### src/design/setf_pkg.sv
`timescale 1ns / 1ps
// ----------------------------------------------------------------------------
// setf_pkg: shared types and constants for the scanline edge table fill
// Modes, controller states, and the command/status bundles that join the
// controller to the datapath.
// ----------------------------------------------------------------------------
package setf_pkg;

   localparam int COL_W = 9;
   localparam logic [COL_W-1:0] COL_MAX = 9'd511;

   typedef enum logic [1:0] {
      MODE_CLEAR = 2'd0,
      MODE_EDGE  = 2'd1,
      MODE_QUERY = 2'd2
   } mode_type;

   typedef enum logic [2:0] {
      ST_CLEAR,
      ST_IDLE,
      ST_SETUP,
      ST_DIV,
      ST_WALK,
      ST_DRAIN,
      ST_QREAD,
      ST_QOUT
   } state_type;

   typedef struct packed {
      logic accept;
      logic clr_init;
      logic clr_step;
      logic div_start;
      logic div_take;
      logic walk_step;
      logic q_read;
      logic q_load;
   } cmd_type;

   typedef struct packed {
      logic clr_last;
      logic dy_zero;
      logic div_done;
      logic walk_last;
      logic rsp_free;
   } status_type;

endpackage

### src/design/setf_ctrl.sv
`timescale 1ns / 1ps
// ----------------------------------------------------------------------------
// setf_ctrl: sequencing controller
// Runs the clear sweep, the slope division and row walk of an edge, and the
// two-step row query.
// ----------------------------------------------------------------------------
module setf_ctrl
   import setf_pkg::*;
(
   input  logic       clock,
   input  logic       reset,
   input  logic       req_valid,
   input  logic [1:0] req_mode,
   input  status_type status,
   output logic       req_ready,
   output cmd_type    cmd
);

   state_type state_ff, state_in;

   always_comb begin
      state_in = state_ff;
      case (state_ff)
         ST_CLEAR: if (status.clr_last) state_in = ST_IDLE;
         ST_IDLE: begin
            if (req_valid) begin
               case (mode_type'(req_mode))
                  MODE_CLEAR: state_in = ST_CLEAR;
                  MODE_EDGE:  state_in = ST_SETUP;
                  MODE_QUERY: state_in = ST_QREAD;
                  default:    state_in = ST_IDLE;
               endcase
            end
         end
         ST_SETUP: state_in = status.dy_zero ? ST_IDLE : ST_DIV;
         ST_DIV:   if (status.div_done) state_in = ST_WALK;
         ST_WALK:  if (status.walk_last) state_in = ST_DRAIN;
         ST_DRAIN: state_in = ST_IDLE;
         ST_QREAD: state_in = ST_QOUT;
         ST_QOUT:  if (status.rsp_free) state_in = ST_IDLE;
         default:  state_in = ST_IDLE;
      endcase
   end

   always_comb begin
      cmd       = '0;
      req_ready = 1'b0;
      case (state_ff)
         ST_CLEAR: cmd.clr_step = 1'b1;
         ST_IDLE: begin
            req_ready    = 1'b1;
            cmd.accept   = req_valid;
            cmd.clr_init = req_valid && (req_mode == MODE_CLEAR);
         end
         ST_SETUP: cmd.div_start = !status.dy_zero;
         ST_DIV:   cmd.div_take = status.div_done;
         ST_WALK:  cmd.walk_step = 1'b1;
         ST_QREAD: cmd.q_read = 1'b1;
         ST_QOUT:  cmd.q_load = status.rsp_free;
         default:  cmd = '0;
      endcase
   end

   always_ff @(posedge clock) begin
      if (reset) begin
         state_ff <= ST_CLEAR;
      end else begin
         state_ff <= state_in;
      end
   end

   a_edge_setup: assert property (@(posedge clock) disable iff (reset)
      cmd.accept && req_mode == MODE_EDGE |=> state_ff == ST_SETUP)
      else $error("edge request did not enter setup");

   a_load_free: assert property (@(posedge clock) disable iff (reset)
      cmd.q_load |-> status.rsp_free)
      else $error("response loaded over a pending one");

endmodule

### config.mk
export PLATFORM = sky130hd
export DESIGN_NAME = setf_ctrl
export DESIGN_NICKNAME = d
export VERILOG_FILES = /design/src/design/setf_pkg.sv /design/src/design/setf_ctrl.sv
export SDC_FILE = /design/constraint.sdc
export NUM_CORES = 1
export LEC_CHECK = 0
export BUFFER_PORTS_ARGS = -buffer_cell sky130_fd_sc_hd__buf_2
export CORE_AREA = 3 3 40 42
export DETAILED_ROUTE_END_ITERATION = 16
export DIE_AREA = 0 0 43 45
export GPL_ROUTABILITY_DRIVEN = 0
export PLACE_DENSITY = 0.54
export SLEW_MARGIN = 15
export SYNTH_ARGS = -nofsm -noshare
export SYNTH_HDL_FRONTEND = slang
export SYNTH_SLANG_ARGS = --single-unit
### constraint.sdc
create_clock -name clock -period 1.3 [get_ports clock]
set_input_delay 0 -clock clock [delete_from_list [all_inputs] [get_ports clock]]
set_output_delay 0 -clock clock [all_outputs]
set_load 0.02 [all_outputs]
# == Word level (Yosys, flattened, before mapping) ==
# Cells that the tools add are included.
# totals
wordCells,36
ff_bits,3
output_inout_bits,9
# op_classes
n_reduce_logical,5
eq_ne,14
mux,16
# op_table
cell,n
one-hot mux 3 bit (8 select lines),1
two-way mux 3 bit,5
"equality test 3 bit, second input constant",4
"!= test 2 bit, second input constant",5
one-hot mux 3 bit (3 select lines),1
two-way mux 1 bit,7
"equality test 3 x 2 -> 1 bit, second input constant",2
AND reduction 5 bit,1
two-way mux 2 bit,2
"equality test 3 x 1 -> 1 bit, second input constant",1
logical NOT 3 bit,1
"equality test 2 x 1 -> 1 bit, second input constant",1
"equality test 2 bit, second input constant",1
logical NOT 2 bit,1
logical AND 1 bit,1
logical NOT 1 bit,1

# == Logic depth before layout (Yosys ltp) ==
# Gate-level depths: netlist of run 1.
# depth
ltp_word,4
mapped_depth,4
depth_no_buf,4

# == Least setup slack after synthesis of run 1 ==
# No wires, ideal clock.
# synth_path
kind,flip-flop to flip-flop
startpoint,register state_ff[2]
endpoint,register state_ff[1]
path_buffers,0
t_arrival_ns,1.242
path_slack_ns,-0.063
setup_time_ns,0.121
stages_incl_launch_ff,4
period_less_slack_ns,1.363
cell_sequence,dfxtp_1 nor3b_1 a221o_1 a21oi_2
# synth_between
elab_chain_len,3
word_cells_on_any_way,15
classes_between,eq/ne: 12; mux: 1; reduce/logical: 2
# synth_lines
item,line_no,source
from (decl),setf_ctrl.sv:19,"state_type state_ff, state_in;"
from (signal assigned),setf_ctrl.sv:68,state_ff <= state_in;
equality test 3 x 2 -> 1 bit (tied with other cells),setf_ctrl.sv:23,case (state_ff)
!= test 2 bit (no line),--,
AND reduction 5 bit (no line),--,
# Parallel ways exist; a longest one is shown, timed or not.
# A chain may end at the register's enable or synchronous reset.

==> flow_summary_export.csv, run 1 <==
group,metric,value,unit
route,avgViaCountPerCell,4.81,
grt,grt_max_degree,13,
grt,grt_use_total,10.5,%
worst_setup_path,critPathKind,"reg2out",
sta,fin_crit,1.19,ns
synth,yosysSeqAreaShare,16.1,%
cts,cts_made_buffers,3,
sta,worst_slack,0.106,ns
floorplanning,dieHeight,45,um
synth,ys_ff_latch,3,
sta,fin_skew,0.00504,ns
sta,finalCritPeriodShare,91.9,%
run_status,status,"finished clean",
grt,overflow,0,
sta,finalHoldViolations,0,
sta,setup_violations,0,
floorplanning,num_rows,13,
cts,clk_path_buf_depth,2,
layout,drive_above_1_share,51.5,%
synth,synth_ff_type,"dfxtp_1",
synth,async_flop_share,0,%
power_and_ir_drop,p_leak,0.264,nW
sta,rsz0062_at_grt,"false",
power_and_ir_drop,power_density,771,mW/mm2
synth,synth-edff-count,0,
cts,h-tree-depth,1,
placement,numPortBuffers,18,
floorplanning,dieArea,0.00194,mm2
layout,nNetsFinal,80,
flow_run,maxCapViolCount,0,
sta,tns,0,ns
worst_setup_path,worstPathMaxFanout,7,
layout,syn_to_final_growth,39.9,%
layout,final_util,40.6,%
grt,grt_pass1_wl,1.51,mm
cts,clkSinkCount,3,
cts,root_buffer,"clkbuf_4",
cts,clkLatencyLatePin,0.23,ns
route,drcViolationCount,0,
worst_setup_path,start_kind,"flop",
worst_setup_path,crit_path_end_kind,"output pin",
worst_hold_path,hold_path_class,"in2reg",
layout,final_cell_mix,"buf_2 (18), inv_1 (4), nor2_1 (4)",
power_and_ir_drop,p_total,402,uW
sta,max_slew_margin,84.5,%
layout,top_regs,"state_ff: 3 flops",
sta,worst_pin_slew,0.232,ns
layout,layout_commonest_cell,"buf_2",
route,first_iter_violations,3,
synth,yosysUniqueCellTypes,27,
route,vias,390,
route,wl_per_cell,10.9,um
synth,avgSynthCellArea,8.47,um2
route,antenna_left,0,
cts,clk_pin_slew,0.04,ns
floorplanning,fp.coreArea,0.00128,mm2
layout,largest_register,"state_ff",
synth,synth_largest_area_cell,"dfxtp_1",
placement,dp_hpwl,705,um
floorplanning,die_width,43,um
synth,netlist_area,373,um2
cts,cts_tree,"yes",
layout,num_antenna_cells,0,
floorplanning,floorplan.initialDensity,29.0,%
sta,drv_slew,0,
layout,largest_reg_flops,3,
synth,synth_top_area_share,16.1,%
synth,synth.top_cells.by_area,"dfxtp_1 (16%), ha_1 (10%), mux2i_1 (8.1%)",
placement,place_ws,0.101,ns
route,wl,885,um
synth,yosysWarnings,0,
sta,max_freq,837,MHz
worst_setup_path,cp_data_arrival_time,1.19,ns
placement,place_inst,76,
power_and_ir_drop,irDropWorstVdd,0.000222,V
grt,grt_antenna_before_repair,0,
worst_setup_path,r2r_slack,0.23,ns
grt,grt_pass1_vias,384,
worst_setup_path,cp.required,1.30,ns
synth,synth.net_count,57,
synth,syn_inst,44,
layout,final_cells,81,
route,drtPass1Iterations,2,
floorplanning,pin_count,19,
[cell type report]
class                      instances  area (um2)
clock buffer                       4        26.3
fill                             138         763
inverter                           4        15.0
multi-input combinational         34         283
sequential                         3        63.8
tap                               15        18.8
timing repair buffer              21         115
[kinds of logic (layout without fill, tap and decap cells)]
logic type                 after synthesis  count (layout)  share of synthesized area, %
AOI/OAI and AO/OA                        8               8                          21.1
buffers and inverters                    7              29                          11.1
and+or+nand+nor                         20              20                          33.6
DFF                                      3               3                          16.1
muxes                                    3               3                          8.05
adders and majority gates                3               3                          10.1
[synth_stat cells, types with 2 or more instances]
cell type,n
inv_1,4
ha_1,3
dfxtp_1,3
buf_4,2
nand2_1,2
nand2b_1,3
mux2i_1,3
and2b_1,2
nor2_1,4
[power by group]
group	leakage (nW)	switching, mW	total, mW	internal (mW)
clock	0.0150	0.0471	0.162	0.115
combinational	0.223	0.0663	0.125	0.0588
sequential	0.0258	0.0154	0.115	0.0996
[repair_timing]
item,CTS,global route
buffers inserted,0,0
hold buffers,1,0
setup endpoints to repair,2,1
endpoints found under the hold margin,1,0
gates resized for setup,2,2
[worst max-delay path, stage by stage, from the launching register on]
cell and delay (ns):
dfxtp_2 0.35, buf_4 0.17, nor4b_2 0.24, buf_2 0.20
[metrics by stage]
stage / hold slack [ns] / area [um2]
floorplan: 0.0662 / 378
global placement: 0.234 / 475
detailed placement: 0.231 / 475
CTS: 0.0976 / 514
global route: 0.141 / 522
finish: 0.121 / 522
[path summary, 6_finish.rpt]
| path | startpoint | cells past startpoint | endpoint |
|---|---|---|---|
| setup / recovery | state_ff[2]$_SDFFE_PP0P_ | 3 | cmd[4] |
| hold / removal | status[3] | 4 | state_ff[1]$_SDFFE_PP0P_ |
| setup reg to reg | state_ff[0]$_SDFFE_PP0P_ | 3 | state_ff[1]$_SDFFE_PP0P_ |
| hold reg to reg | state_ff[0]$_SDFFE_PP0P_ | 2 | state_ff[0]$_SDFFE_PP0P_ |
[per-layer routing]
layer	share of wire (%)	up-vias	GRT usage, %
li1	-	199	-
met3	8.9	0	3.59
met4	0	0	7.23
met2	46	15	15.6
met1	45	176	12.7
met5	0	-	0
Power figures use the tool's default switching activity.
==> run 2: changes to the inputs <==
CELL_PAD_IN_SITES_DETAIL_PLACEMENT = 1   (was default)
CELL_PAD_IN_SITES_GLOBAL_PLACEMENT = 1   (was default)
CORE_AREA = 2 2 39 41   (was 3 3 40 42)
DIE_AREA = 0 0 41 43   (was 0 0 43 45)
PLACE_DENSITY = 0.71   (was 0.54)
clock period = 1.1 ns   (was 1.3 ns; I/O delays follow)
==> run 2 against run 1 <==
  * The run now ends with negative setup slack left
  * Sequential share of layout area fell by 1.4 points
  * Worst setup slack got worse by 0.15 ns
  * Routed wire length rose by 29%
  * Clock skew fell by 0.0039 ns
  * Final cell count rose by 11%
  * Utilization rose by 7.1 points
  * Critical path type unchanged
  * Largest cell class unchanged
  * Largest power group is now combinational cells
==> flow_summary_export.csv, run 2 (same netlist as run 1, synthesis figures left out) <==
group,metric,value,unit
sta,finalCritPeriodShare,104,%
worst_setup_path,endpoint,"cmd[4]",
sta,drv_slew,0,
floorplanning,num_rows,14,
placement,place_ws,-0.0818,ns
sta,setup_violations,2,
layout,drive_above_1_share,59.5,%
run_status,violations,"negative setup slack",
route,wl,1.14,mm
cts,clkSinkCount,3,
power_and_ir_drop,p_total,527,uW
floorplanning,dieArea,0.00176,mm2
layout,final_cell_mix,"buf_4 (13), buf_2 (10), inv_1 (4), nor2_1 (4), buf_6 (4)",
grt,grt_max_degree,11,
worst_setup_path,worstPathMaxFanout,8,
power_and_ir_drop,p_leak,0.310,nW
route,drtPass1Iterations,1,
run_status,status,"finished with violations",
sta,finalHoldViolations,0,
power_and_ir_drop,irDropWorstVdd,0.000307,V
cts,clk_path_buf_depth,2,
floorplanning,dieHeight,43,um
sta,fin_skew,0.00109,ns
route,highest_layer,"met3",
layout,top_regs,"state_ff: 3 flops",
worst_setup_path,rr_startpoint,"state_ff[0]$_SDFFE_PP0P_",
sta,worst_pin_slew,0.242,ns
layout,largest_reg_flops,3,
grt,grt_pass1_vias,441,
sta,tns,-0.0751,ns
worst_hold_path,hold_path_class,"in2reg",
route,avgViaCountPerCell,4.74,
floorplanning,die_width,41,um
worst_setup_path,r2r_slack,-0.03,ns
worst_setup_path,r2r_end,"state_ff[1]$_SDFFE_PP0P_",
cts,cts_tree,"yes",
route,drt-met1-wl,453,um
worst_setup_path,start_kind,"flop",
cts,clkLatencyLatePin,0.23,ns
cts,clk_pin_slew,0.04,ns
layout,nNetsFinal,88,
route,drcViolationCount,0,
grt,grt_use_total,14.0,%
layout,largest_register,"state_ff",
worst_setup_path,crit_path_start,"state_ff[0]$_SDFFE_PP0P_",
route,first_iter_violations,0,
sta,hold_ws,0.135,ns
layout,num_antenna_cells,0,
power_and_ir_drop,power_density,798,mW/mm2
grt,grt_pass1_wl,1.72,mm
worst_setup_path,worstRegToRegCells,4,
cts,h-tree-depth,1,
route,wl_per_cell,12.7,um
sta,max_slew_margin,83.8,%
layout,final_util,47.7,%
sta,worst_slack,-0.0433,ns
route,vias,427,
sta,fin_crit,1.14,ns
placement,dp_hpwl,837,um
worst_setup_path,cp.required,1.10,ns
route,wl_met2,616,um
cts,root_buffer,"clkbuf_4",
floorplanning,pin_count,19,
grt,overflow,0,
worst_setup_path,cp_data_arrival_time,1.14,ns
layout,syn_to_final_growth,77.2,%
worst_setup_path,critPathKind,"reg2out",
worst_hold_path,hold_depth,4,
layout,fillers,177,
sta,max_freq,875,MHz
cts,cts_made_buffers,3,
layout,layout_commonest_cell,"buf_4",
route,antenna_left,0,
grt,grt_antenna_before_repair,0,
sta,rsz0062_at_grt,"true",
route,wl_met3,72,um
floorplanning,floorplan.initialDensity,26.9,%
worst_setup_path,crit_path_end_kind,"output pin",
placement,numPortBuffers,18,
floorplanning,fp.coreArea,0.00138,mm2
flow_run,maxCapViolCount,0,
[run 2: per-layer routing]
layer | track usage, % | vias to the layer above
met5 | 0 | -
met4 | 4.00 | 0
met3 | 2.09 | 0
met2 | 26.9 | 16
met1 | 14.1 | 198
li1 | - | 213
[run 2: metrics by stage]
step | cell area (um2) | cells
after floorplan | 384 | 44
after global placement | 505 | 80
final | 661 | 90
after detailed placement | 505 | 80
after CTS | 611 | 88
after global routing | 661 | 90
[run 2: worst min-delay path by stage]
stage          slack [ns]                  endpoint      start
2_1_floorplan        0.05                    cmd[4]  status[3]
3_3_place_gp         0.23  state_ff[0]$_SDFFE_PP0P_      reset
3_5_place_dp         0.23  state_ff[0]$_SDFFE_PP0P_      reset
4_1_cts              0.13  state_ff[1]$_SDFFE_PP0P_  status[2]
5_1_grt              0.16  state_ff[1]$_SDFFE_PP0P_  status[2]
6_report             0.13  state_ff[1]$_SDFFE_PP0P_  status[2]
[run 2: layout make-up]
class / instances / area, um2 / share of cell area [%]
clock buffers: 4 / 26.3 / 3.98
repair buffers: 29 / 218 / 33.0
flip-flops and latches: 3 / 71.3 / 10.8
inverters: 4 / 15.0 / 2.27
multi-input cells: 34 / 310 / 47.0
well taps: 16 / 20.0 / 3.03
[run 2: critical path, cell delays in order (launching register included)]
cell and delay [ns]:
dfxtp_4 0.36, buf_6 0.13, nor4b_4 0.25, buf_4 0.18
[run 2: power breakdown]
group	internal, mW	total, mW	switching [mW]
sequential	0.114	0.129	0.0148
combinational	0.109	0.211	0.101
clock	0.136	0.187	0.0517
[run 2: timing repair]
item | 4_1_cts | 5_1_grt
gates cloned | 0 | 0
hold buffers | 1 | 0
setup buffers | 3 | 2
hold endpoints to repair | 1 | 0
gates resized for setup | 14 | 10
pin swaps | 3 | 1
setup endpoints to repair | 11 | 11
